===== config.mk =====
export PLATFORM = sky130hd
export DESIGN_NAME = md5_hash_engine
export DESIGN_NICKNAME = d
export VERILOG_FILES = /design/src/design/md5_pkg.sv /design/src/design/md5_seq.sv /design/src/design/md5_hash_engine.sv
export SDC_FILE = /design/constraint.sdc
export NUM_CORES = 2
export LEC_CHECK = 0
export ABC_AREA = 1
export BUFFER_PORTS_ARGS = -buffer_cell sky130_fd_sc_hd__buf_2
export CAP_MARGIN = 40
export CORE_AREA = 4 4 362 364
export CTS_BUF_LIST = sky130_fd_sc_hd__clkbuf_2 sky130_fd_sc_hd__clkbuf_4 sky130_fd_sc_hd__clkbuf_8
export DETAILED_ROUTE_END_ITERATION = 7
export DIE_AREA = 0 0 366 368
export PLACE_DENSITY = 0.64
export SLEW_MARGIN = 20
export SYNTH_ARGS = -nofsm -noshare
export SYNTH_HDL_FRONTEND = slang
export SYNTH_SLANG_ARGS = --single-unit
export TNS_END_PERCENT = 10

===== constraint.sdc =====
create_clock -name clock -period 12.15 [get_ports clock]
set_clock_uncertainty 0.1 [all_clocks]
set_input_delay 1.215 -clock clock [delete_from_list [all_inputs] [get_ports clock]]
set_output_delay 1.215 -clock clock [all_outputs]
set_load 0.05 [all_outputs]

===== src/design/md5_pkg.sv =====
`default_nettype none

package md5_pkg;

   localparam int STEP_W = 4;
   localparam int POS_W = 6;
   localparam int ROUNDS = 64;

   // Byte position at which the length field starts.
   localparam logic [POS_W-1:0] PAD_END_POS = 6'd56;
   localparam logic [POS_W-1:0] BLOCK_LAST_POS = 6'd63;
   localparam logic [3:0] LEN_LO_WORD = 4'd14;
   localparam logic [3:0] LEN_HI_WORD = 4'd15;
   localparam logic [7:0] PAD_MARK = 8'h80;

   localparam logic [31:0] CHAIN_INIT [4] = '{
      32'h67452301, 32'hefcdab89, 32'h98badcfe, 32'h10325476
   };

   typedef enum logic [3:0] {
      OP_ACCEPT,
      OP_PAD80,
      OP_PADZ,
      OP_LENLO,
      OP_LENHI,
      OP_EMIT,
      OP_REINIT,
      OP_CRD,
      OP_CLOAD,
      OP_ROUND,
      OP_CFIN
   } opcode_type;

   typedef enum logic [2:0] {
      JMP_NEXT,
      JMP_ALWAYS,
      JMP_STAY_IDLE,
      JMP_AT_END,
      JMP_NOT_END,
      JMP_ROUNDS_LEFT,
      JMP_EMIT_BUSY,
      JMP_RETURN
   } jump_type;

   typedef enum logic [1:0] {
      CALL_NONE,
      CALL_FULL,
      CALL_ALWAYS
   } call_type;

   typedef struct packed {
      opcode_type        op;
      jump_type          jump;
      call_type          call;
      logic [STEP_W-1:0] target;
   } ucode_type;

   typedef struct packed {
      logic accepted_end;
      logic byte_full;
      logic pos_at_end;
      logic rounds_done;
      logic emit_done;
   } status_type;

   localparam logic [STEP_W-1:0] STEP_IDLE = 4'd0;
   localparam logic [STEP_W-1:0] STEP_PAD80 = 4'd1;
   localparam logic [STEP_W-1:0] STEP_PADZ = 4'd2;
   localparam logic [STEP_W-1:0] STEP_LENLO = 4'd3;
   localparam logic [STEP_W-1:0] STEP_LENHI = 4'd4;
   localparam logic [STEP_W-1:0] STEP_EMIT = 4'd5;
   localparam logic [STEP_W-1:0] STEP_REINIT = 4'd6;
   localparam logic [STEP_W-1:0] STEP_CRD = 4'd7;
   localparam logic [STEP_W-1:0] STEP_CLOAD = 4'd8;
   localparam logic [STEP_W-1:0] STEP_ROUND = 4'd9;
   localparam logic [STEP_W-1:0] STEP_CFIN = 4'd10;

   function automatic ucode_type ucode_rom(input logic [STEP_W-1:0] step);
      ucode_type w;
      unique case (step)
         STEP_IDLE:   w = '{OP_ACCEPT, JMP_STAY_IDLE, CALL_FULL, STEP_IDLE};
         STEP_PAD80:  w = '{OP_PAD80, JMP_AT_END, CALL_FULL, STEP_LENLO};
         STEP_PADZ:   w = '{OP_PADZ, JMP_NOT_END, CALL_FULL, STEP_PADZ};
         STEP_LENLO:  w = '{OP_LENLO, JMP_NEXT, CALL_NONE, STEP_IDLE};
         STEP_LENHI:  w = '{OP_LENHI, JMP_NEXT, CALL_ALWAYS, STEP_IDLE};
         STEP_EMIT:   w = '{OP_EMIT, JMP_EMIT_BUSY, CALL_NONE, STEP_EMIT};
         STEP_REINIT: w = '{OP_REINIT, JMP_ALWAYS, CALL_NONE, STEP_IDLE};
         STEP_CRD:    w = '{OP_CRD, JMP_NEXT, CALL_NONE, STEP_IDLE};
         STEP_CLOAD:  w = '{OP_CLOAD, JMP_NEXT, CALL_NONE, STEP_IDLE};
         STEP_ROUND:  w = '{OP_ROUND, JMP_ROUNDS_LEFT, CALL_NONE, STEP_ROUND};
         STEP_CFIN:   w = '{OP_CFIN, JMP_RETURN, CALL_NONE, STEP_IDLE};
         default:     w = '{OP_REINIT, JMP_ALWAYS, CALL_NONE, STEP_IDLE};
      endcase
      return w;
   endfunction

   function automatic logic [31:0] round_k(input logic [5:0] i);
      logic [31:0] k;
      case (i)
         6'd0:  k = 32'hd76aa478;  6'd1:  k = 32'he8c7b756;
         6'd2:  k = 32'h242070db;  6'd3:  k = 32'hc1bdceee;
         6'd4:  k = 32'hf57c0faf;  6'd5:  k = 32'h4787c62a;
         6'd6:  k = 32'ha8304613;  6'd7:  k = 32'hfd469501;
         6'd8:  k = 32'h698098d8;  6'd9:  k = 32'h8b44f7af;
         6'd10: k = 32'hffff5bb1;  6'd11: k = 32'h895cd7be;
         6'd12: k = 32'h6b901122;  6'd13: k = 32'hfd987193;
         6'd14: k = 32'ha679438e;  6'd15: k = 32'h49b40821;
         6'd16: k = 32'hf61e2562;  6'd17: k = 32'hc040b340;
         6'd18: k = 32'h265e5a51;  6'd19: k = 32'he9b6c7aa;
         6'd20: k = 32'hd62f105d;  6'd21: k = 32'h02441453;
         6'd22: k = 32'hd8a1e681;  6'd23: k = 32'he7d3fbc8;
         6'd24: k = 32'h21e1cde6;  6'd25: k = 32'hc33707d6;
         6'd26: k = 32'hf4d50d87;  6'd27: k = 32'h455a14ed;
         6'd28: k = 32'ha9e3e905;  6'd29: k = 32'hfcefa3f8;
         6'd30: k = 32'h676f02d9;  6'd31: k = 32'h8d2a4c8a;
         6'd32: k = 32'hfffa3942;  6'd33: k = 32'h8771f681;
         6'd34: k = 32'h6d9d6122;  6'd35: k = 32'hfde5380c;
         6'd36: k = 32'ha4beea44;  6'd37: k = 32'h4bdecfa9;
         6'd38: k = 32'hf6bb4b60;  6'd39: k = 32'hbebfbc70;
         6'd40: k = 32'h289b7ec6;  6'd41: k = 32'heaa127fa;
         6'd42: k = 32'hd4ef3085;  6'd43: k = 32'h04881d05;
         6'd44: k = 32'hd9d4d039;  6'd45: k = 32'he6db99e5;
         6'd46: k = 32'h1fa27cf8;  6'd47: k = 32'hc4ac5665;
         6'd48: k = 32'hf4292244;  6'd49: k = 32'h432aff97;
         6'd50: k = 32'hab9423a7;  6'd51: k = 32'hfc93a039;
         6'd52: k = 32'h655b59c3;  6'd53: k = 32'h8f0ccc92;
         6'd54: k = 32'hffeff47d;  6'd55: k = 32'h85845dd1;
         6'd56: k = 32'h6fa87e4f;  6'd57: k = 32'hfe2ce6e0;
         6'd58: k = 32'ha3014314;  6'd59: k = 32'h4e0811a1;
         6'd60: k = 32'hf7537e82;  6'd61: k = 32'hbd3af235;
         6'd62: k = 32'h2ad7d2bb;  6'd63: k = 32'heb86d391;
         default: k = 32'h0;
      endcase
      return k;
   endfunction

   function automatic logic [4:0] round_s(input logic [5:0] i);
      logic [4:0] s;
      case ({i[5:4], i[1:0]})
         4'd0:  s = 5'd7;   4'd1:  s = 5'd12;  4'd2:  s = 5'd17;  4'd3:  s = 5'd22;
         4'd4:  s = 5'd5;   4'd5:  s = 5'd9;   4'd6:  s = 5'd14;  4'd7:  s = 5'd20;
         4'd8:  s = 5'd4;   4'd9:  s = 5'd11;  4'd10: s = 5'd16;  4'd11: s = 5'd23;
         4'd12: s = 5'd6;   4'd13: s = 5'd10;  4'd14: s = 5'd15;  4'd15: s = 5'd21;
         default: s = 5'd7;
      endcase
      return s;
   endfunction

   // Message word used by round i.
   function automatic logic [3:0] round_g(input logic [5:0] i);
      logic [3:0] g;
      case (i[5:4])
         2'd0:    g = i[3:0];
         2'd1:    g = 4'(5 * i + 1);
         2'd2:    g = 4'(3 * i + 5);
         default: g = 4'(7 * i);
      endcase
      return g;
   endfunction

endpackage

`default_nettype wire


===== src/design/md5_seq.sv =====
`default_nettype none

module md5_seq (
   input  wire logic                 clock,
   input  wire logic                 reset,
   input  wire md5_pkg::status_type  status,
   output md5_pkg::ucode_type        uc
);

   logic [md5_pkg::STEP_W-1:0] step_ff, step_in;
   logic [md5_pkg::STEP_W-1:0] ret_ff, ret_in;
   logic [md5_pkg::STEP_W-1:0] nxt;
   logic                       taken;
   logic                       call;

   assign uc = md5_pkg::ucode_rom(step_ff);

   always_comb begin
      unique case (uc.jump)
         md5_pkg::JMP_NEXT:        taken = 1'b0;
         md5_pkg::JMP_ALWAYS:      taken = 1'b1;
         md5_pkg::JMP_STAY_IDLE:   taken = !status.accepted_end;
         md5_pkg::JMP_AT_END:      taken = status.pos_at_end;
         md5_pkg::JMP_NOT_END:     taken = !status.pos_at_end;
         md5_pkg::JMP_ROUNDS_LEFT: taken = !status.rounds_done;
         md5_pkg::JMP_EMIT_BUSY:   taken = !status.emit_done;
         md5_pkg::JMP_RETURN:      taken = 1'b1;
         default:                  taken = 1'b0;
      endcase

      if (uc.jump == md5_pkg::JMP_RETURN) begin
         nxt = ret_ff;
      end else if (taken) begin
         nxt = uc.target;
      end else begin
         nxt = step_ff + 1'b1;
      end

      unique case (uc.call)
         md5_pkg::CALL_FULL:   call = status.byte_full;
         md5_pkg::CALL_ALWAYS: call = 1'b1;
         default:              call = 1'b0;
      endcase

      // A call runs the compression routine and comes back to the step that
      // would have followed.
      if (call) begin
         step_in = md5_pkg::STEP_CRD;
         ret_in = nxt;
      end else begin
         step_in = nxt;
         ret_in = ret_ff;
      end
   end

   always_ff @(posedge clock) begin
      if (reset) begin
         step_ff <= md5_pkg::STEP_IDLE;
         ret_ff <= md5_pkg::STEP_IDLE;
      end else begin
         step_ff <= step_in;
         ret_ff <= ret_in;
      end
   end

endmodule

`default_nettype wire


===== src/design/md5_hash_engine.sv =====
// Each message byte is taken while req_stall is low; a byte completing a 64-byte block is
// followed by compression (one round per cycle) during which req_stall is high.
// After an end item, padding runs one byte per cycle outside compression and the block is
// compressed once or twice before the first digest word appears; the four words follow
// at one per cycle when rsp_stall is low, and a final step then re-initializes the hash.
// Synchronous reset loads the initial chaining words and clears the bit count.
`default_nettype none

module md5_hash_engine (
   input  wire logic        clock,
   input  wire logic        reset,
   input  wire logic        req_valid,
   output logic             req_stall,
   input  wire logic [7:0]  req_data_byte,
   input  wire logic        req_byte_valid,
   input  wire logic        req_end_of_message,
   output logic             rsp_valid,
   input  wire logic        rsp_stall,
   output logic [31:0]      rsp_digest_word,
   output logic [1:0]       rsp_word_index,
   output logic             rsp_final_word
);

   md5_pkg::ucode_type  uc;
   md5_pkg::status_type status;

   logic [md5_pkg::POS_W-1:0] pos_ff, pos_in;
   logic [63:0]               bit_count_ff, bit_count_in;
   logic [31:0]               word_ff, word_in;
   logic [31:0]               chain_ff [4];
   logic [31:0]               chain_in [4];
   logic [31:0]               work_ff [4];
   logic [31:0]               work_in [4];
   logic [31:0]               pre_ff, pre_in;
   logic [5:0]                rnd_ff, rnd_in;
   logic [1:0]                emit_k_ff, emit_k_in;
   logic                      rsp_valid_ff, rsp_valid_in;
   logic [31:0]               rsp_word_ff, rsp_word_in;
   logic [1:0]                rsp_index_ff, rsp_index_in;
   logic                      rsp_final_ff, rsp_final_in;

   logic [31:0] mem [16];
   logic [31:0] rdata_ff;
   logic [3:0]  rd_addr;
   logic        wr_en;
   logic [3:0]  wr_addr;
   logic [31:0] wr_data;

   logic        accept;
   logic        byte_we;
   logic [7:0]  byte_val;
   logic        out_load;
   logic [31:0] f_val;
   logic [31:0] sum;
   logic [63:0] rot_wide;
   logic [5:0]  rnd_next;
   logic [5:0]  rnd_ahead;

   md5_seq u_seq (
      .clock  (clock),
      .reset  (reset),
      .status (status),
      .uc     (uc)
   );

   assign req_stall = (uc.op != md5_pkg::OP_ACCEPT);
   assign accept = req_valid && (uc.op == md5_pkg::OP_ACCEPT);
   assign out_load = !rsp_valid_ff || !rsp_stall;

   assign rsp_valid = rsp_valid_ff;
   assign rsp_digest_word = rsp_word_ff;
   assign rsp_word_index = rsp_index_ff;
   assign rsp_final_word = rsp_final_ff;

   assign rnd_next = rnd_ff + 6'd1;
   assign rnd_ahead = rnd_ff + 6'd2;

   // Round function: the addend that excludes f is registered in pre_ff ahead of its round.
   always_comb begin
      case (rnd_ff[5:4])
         2'd0:    f_val = (work_ff[1] & work_ff[2]) | (~work_ff[1] & work_ff[3]);
         2'd1:    f_val = (work_ff[1] & work_ff[3]) | (work_ff[2] & ~work_ff[3]);
         2'd2:    f_val = work_ff[1] ^ work_ff[2] ^ work_ff[3];
         default: f_val = work_ff[2] ^ (work_ff[1] | ~work_ff[3]);
      endcase
      sum = pre_ff + f_val;
      rot_wide = {sum, sum} << md5_pkg::round_s(rnd_ff);
   end

   always_comb begin
      pos_in = pos_ff;
      bit_count_in = bit_count_ff;
      word_in = word_ff;
      chain_in = chain_ff;
      work_in = work_ff;
      pre_in = pre_ff;
      rnd_in = rnd_ff;
      emit_k_in = emit_k_ff;
      rsp_valid_in = rsp_valid_ff && rsp_stall;
      rsp_word_in = rsp_word_ff;
      rsp_index_in = rsp_index_ff;
      rsp_final_in = rsp_final_ff;
      byte_we = 1'b0;
      byte_val = 8'h00;
      wr_en = 1'b0;
      wr_addr = pos_ff[5:2];
      wr_data = 32'h0;
      rd_addr = md5_pkg::round_g(rnd_ahead);
      status = '0;

      unique case (uc.op)
         md5_pkg::OP_ACCEPT: begin
            byte_we = accept && req_byte_valid;
            byte_val = req_data_byte;
            status.accepted_end = accept && req_end_of_message;
         end
         md5_pkg::OP_PAD80: begin
            byte_we = 1'b1;
            byte_val = md5_pkg::PAD_MARK;
         end
         md5_pkg::OP_PADZ: begin
            byte_we = 1'b1;
         end
         md5_pkg::OP_LENLO: begin
            wr_en = 1'b1;
            wr_addr = md5_pkg::LEN_LO_WORD;
            wr_data = bit_count_ff[31:0];
         end
         md5_pkg::OP_LENHI: begin
            wr_en = 1'b1;
            wr_addr = md5_pkg::LEN_HI_WORD;
            wr_data = bit_count_ff[63:32];
         end
         md5_pkg::OP_EMIT: begin
            if (out_load) begin
               rsp_valid_in = 1'b1;
               rsp_word_in = chain_ff[emit_k_ff];
               rsp_index_in = emit_k_ff;
               rsp_final_in = (emit_k_ff == 2'd3);
               emit_k_in = emit_k_ff + 2'd1;
               status.emit_done = (emit_k_ff == 2'd3);
            end
         end
         md5_pkg::OP_REINIT: begin
            chain_in = md5_pkg::CHAIN_INIT;
            bit_count_in = 64'h0;
            pos_in = '0;
         end
         md5_pkg::OP_CRD: begin
            rd_addr = md5_pkg::round_g(6'd0);
         end
         md5_pkg::OP_CLOAD: begin
            rd_addr = md5_pkg::round_g(6'd1);
            work_in = chain_ff;
            pre_in = chain_ff[0] + md5_pkg::round_k(6'd0) + rdata_ff;
            rnd_in = 6'd0;
         end
         md5_pkg::OP_ROUND: begin
            // New a is the old d, so its addend can be summed now.
            work_in[0] = work_ff[3];
            work_in[1] = work_ff[1] + rot_wide[63:32];
            work_in[2] = work_ff[1];
            work_in[3] = work_ff[2];
            pre_in = work_ff[3] + md5_pkg::round_k(rnd_next) + rdata_ff;
            rnd_in = rnd_next;
            status.rounds_done = (rnd_ff == 6'(md5_pkg::ROUNDS - 1));
         end
         md5_pkg::OP_CFIN: begin
            for (int j = 0; j < 4; j++) begin
               chain_in[j] = chain_ff[j] + work_ff[j];
            end
         end
         default: begin
         end
      endcase

      if (byte_we) begin
         word_in[{pos_ff[1:0], 3'b000} +: 8] = byte_val;
         pos_in = pos_ff + 1'b1;
         status.byte_full = (pos_ff == md5_pkg::BLOCK_LAST_POS);
         status.pos_at_end = (pos_in == md5_pkg::PAD_END_POS);
         if (pos_ff[1:0] == 2'd3) begin
            wr_en = 1'b1;
            wr_data = {byte_val, word_ff[23:0]};
         end
         if (uc.op == md5_pkg::OP_ACCEPT) begin
            bit_count_in = bit_count_ff + 64'd8;
         end
      end
   end

   always_ff @(posedge clock) begin
      if (wr_en) begin
         mem[wr_addr] <= wr_data;
      end
      rdata_ff <= mem[rd_addr];
   end

   always_ff @(posedge clock) begin
      if (reset) begin
         pos_ff <= '0;
         bit_count_ff <= 64'h0;
         chain_ff <= md5_pkg::CHAIN_INIT;
         emit_k_ff <= 2'd0;
         rnd_ff <= 6'd0;
         rsp_valid_ff <= 1'b0;
      end else begin
         pos_ff <= pos_in;
         bit_count_ff <= bit_count_in;
         chain_ff <= chain_in;
         emit_k_ff <= emit_k_in;
         rnd_ff <= rnd_in;
         rsp_valid_ff <= rsp_valid_in;
      end
   end

   always_ff @(posedge clock) begin
      word_ff <= word_in;
      work_ff <= work_in;
      pre_ff <= pre_in;
      rsp_word_ff <= rsp_word_in;
      rsp_index_ff <= rsp_index_in;
      rsp_final_ff <= rsp_final_in;
   end

   // An end transaction starts padding, so nothing is taken in the next cycle.
   a_end_blocks_input: assert property (@(posedge clock) disable iff (reset)
      (req_valid && !req_stall && req_end_of_message) |=> req_stall)
      else $error("input taken right after an end transaction");

   // Compression only starts on a block boundary or after the length words.
   a_compress_aligned: assert property (@(posedge clock) disable iff (reset)
      (uc.op == md5_pkg::OP_CRD) |-> (pos_ff == '0 || pos_ff == md5_pkg::PAD_END_POS))
      else $error("compression started at an unaligned byte position");

   a_final_on_last: assert property (@(posedge clock) disable iff (reset)
      rsp_valid_ff |-> (rsp_final_ff == (rsp_index_ff == 2'd3)))
      else $error("final flag disagrees with word index");

   a_result_from_emit: assert property (@(posedge clock) disable iff (reset)
      $rose(rsp_valid_ff) |-> $past(uc.op == md5_pkg::OP_EMIT))
      else $error("result raised outside the emit step");

   // The emit counter is back at word A whenever a message is being taken in.
   a_emit_count_idle: assert property (@(posedge clock) disable iff (reset)
      (uc.op == md5_pkg::OP_ACCEPT) |-> (emit_k_ff == 2'd0))
      else $error("digest word counter not reset between messages");

endmodule

`default_nettype wire


==> results.md <==
* CTS resizes at 0
* Post-Syn Area at 62400 um2
* Drt initial violations at 5703
* Core Footprint at 127000 um2
* Final hold slack at 0.342 ns
* Synth area leaders: edfxtp_1 (35%), nand2_1 (9.8%), dfxtp_1 (8.1%)
* Max-cap violations at 0
* Routability cong. at 1.01
* Crit path required time at 12.68 ns
* Synth Area in Simple Gates at 20.2%
* First-pass DRT Iterations at 6
* Dpl ws at 4.76 ns
* Most frequent cell after synthesis: nand2_1
* Max frequency at 132 MHz
* Power Dens Cells at 213 nW/um2
* Status: complete, no violations
* Root buffer cell: clkbuf_8
* Synth area leader: edfxtp_1
* CTS tree: yes
* Overall Power at 0.0146 W
* Layout area overhead at 9.59%
* Worst IR Drop VDD at 0.000174 V
* Vias per inst at 5.89
* Largest net degree at the start of global routing at 257
* Xor/xnor share of the synthesized area at 1.42%
* Worst-margin pin slew at 1.04 ns
* H-Tree Level Count at 4
* Port Buffers at 50
* Synth Flop Type: edfxtp_1
* Sequential cell area fraction in the yosys report at 43.3%
* Synth top cells by count: nand2_1 (1632), inv_1 (1017), o21ai_0 (923), a21oi_1 (753), edfxtp_1 (731)
* Filler Cell Count at 12100
* Initial Utilization at 49.0%
* Vias post-DR at 57600
* Die ar. at 135000 um2
* Overall Global Routing Usage at 33.9%
* GRT overflow at 0
* Rows at 131
* Initial antenna violation count at 5
* Largest family of logic cells by synthesized area: simple AND/OR/NAND/NOR gates
* RSZ-0062 raised after global routing: no
* Critical path type: flip-flop to flip-flop
* Complex-gate fraction of the synthesized area at 18.9%
* Final Core Density at 53.7%
* Fraction of registers with async set/reset at 0%
* CP endpoint kind: flip-flop
* Critical Path Most Common Cell: nand2_1
* Remaining antenna violation count at 0
* Fin worst setup slack at 4.58 ns
* Synthesized instance count at 7964
* TNS Setup at 0 ns
* Worst skew pair latency at 0.94 ns
* FF+latch count, synth at 983
* Max Slew Vio Count at 0
* Critical Path AT at 8.11 ns
* Worst hold path type: flip-flop to flip-flop
* Die Wd at 366 um
* Synth top area share at 35.2%
* Buffers and inverters on the worst path at 5
* Nets@finish at 8365
* Multiplexer area fraction after synthesis at 0.0321%
* Mean Syn Cell Area at 7.83 um2
* Crit path max fanout at 35
* Slowest-stage cell, CP: dfxtp_1
* Hold Vio Cnt, Final at 0
* Sink Count at 983
* Ports at 51
* Max Buffers Root-to-Sink at 3
* Hold Buf Count CTS at 0
* Adder-Cell Fraction of Synth Area at 7.86%
* Post-synth net total at 8345
* Die Span Y at 368 um
* Max-Slew Margin vs Limit at 30.3%
* DP HPWL at 170 mm
* Fin crit period at 7.57 ns
* Routed wire length at 235 mm
* Layout cell share with drive strength beyond 1 at 6.76%
* Number of enable flip-flop cells after synthesis at 731
* Final Cycle Share at 62.3%
* # setup viols final at 0
* Vias in the first global route at 53900
* Cell family with most CP delay: compound AO/OA/AOI/OAI gates
* Startpoint Class: flip-flop
* # DRC at 0
* Yosys warns at 0
* Distinct cell type count after synthesis at 63
* Setup Buffers After CTS at 0
* CP peak stage delay at 0.64 ns
* Global-route wire length before repair at 345 mm
* Num CTS Buffers at 170
* Reg clk slew, reported paths at 0.06 ns
* Pleak at 29.1 nW
* Avg WL per Cell at 24.0 um
cell type report:
type	instances	area [um2]	share of cell area (%)
Inverter	1033	3880	5.68
Timing Repair Buffer	171	1340	1.95
Sequential cell	983	27000	39.5
Clock buffer	242	2990	4.37
Tap cell	1662	2080	3.04
Antenna cell	2	5.00	0.00732
Multi-Input combinational cell	5625	30400	44.5
Clock inverter	66	617	0.903
worst paths after layout:
check / startpoint / endpoint / slack [ns] / cells past startpoint
worst max-delay path: rnd_ff[4] / work_ff[86] / 4.58 / 36
worst min-delay path: bit_count_ff[2] / bit_count_ff[2] / 0.34 / 2
worst max register to register: rnd_ff[4] / work_ff[86] / 4.58 / 36
worst min register to register: bit_count_ff[2] / bit_count_ff[2] / 0.34 / 2
per-stage QoR:
stage          area [um2]  instances
6_report            68300       9784
5_1_grt             68300       9783
4_1_cts             68300       9777
3_5_place_dp        64600       9469
3_3_place_gp        64400       9445
2_1_floorplan       62400       7964
state kept, by name (all words and copies together), names as in the netlist, 4 cells and up, named ones only:
register / count
mem: 512
chain_ff: 128
work_ff: 128
bit_count_ff: 64
pre_ff: 32
rdata_ff: 32
rsp_digest_word: 32
word_ff: 24
pos_ff: 6
rnd_ff: 6
u_seq.ret_ff: 4
u_seq.step_ff: 4
where the power goes:
group / internal (W) / total [W] / switching, W / leakage (nW)
clock: 0.00177 / 0.00323 / 0.00146 / 1.90
sequential: 0.00399 / 0.00439 / 0.000406 / 8.94
combinational: 0.00214 / 0.00695 / 0.00482 / 18.2
total: 0.00790 / 0.0146 / 0.00668 / 29.1
per-layer routing:
metal | track usage (%) | vias up | share of wire (%)
met5 | 0 | - | 0
met4 | 18.2 | 0 | 6.1
met3 | 4.58 | 527 | 6.6
met2 | 57.0 | 2421 | 47
met1 | 42.4 | 27300 | 40
li1 | - | 27400 | -
worst reg2reg max path, delay by kind of cell (launching register included):
| family | cells | cell delay, ns |
|---|---|---|
| DFF | 1 | 0.64 |
| adders and majority gates | 3 | 1.05 |
| AOI/OAI and AO/OA | 8 | 2.29 |
| xor gates and xnor gates | 1 | 0.15 |
| buffers and inverters | 5 | 0.91 |
| and+or+nand+nor | 19 | 2.16 |
cells by family after synthesis:
group,after synthesis
and+or+nand+nor,3037
AOI/OAI and AO/OA,2118
buffers and inverters,1356
adders and majority gates,367
xor gates and xnor gates,101
muxes,2
DFF,983
placed cells by master (no fill, tap or decap), types with 33 or more instances in the layout:
cell / instances
nand2_1: 1630
inv_1: 1015
o21ai_0: 923
a21oi_1: 752
edfxtp_1: 731
nor2_1: 645
nand3_1: 461
ha_1: 326
dfxtp_1: 251
clkbuf_8: 187
nor3_1: 106
buf_4: 103
o221ai_1: 84
o211ai_1: 76
xor2_1: 67
nor4_1: 57
clkbuf_4: 55
buf_2: 53
o22ai_1: 47
nand4_1: 44
fa_1: 41
a31oi_1: 38
a221oi_1: 35
clkinv_1: 34
xnor2_1: 33
(Power assumes the default switching activity.)
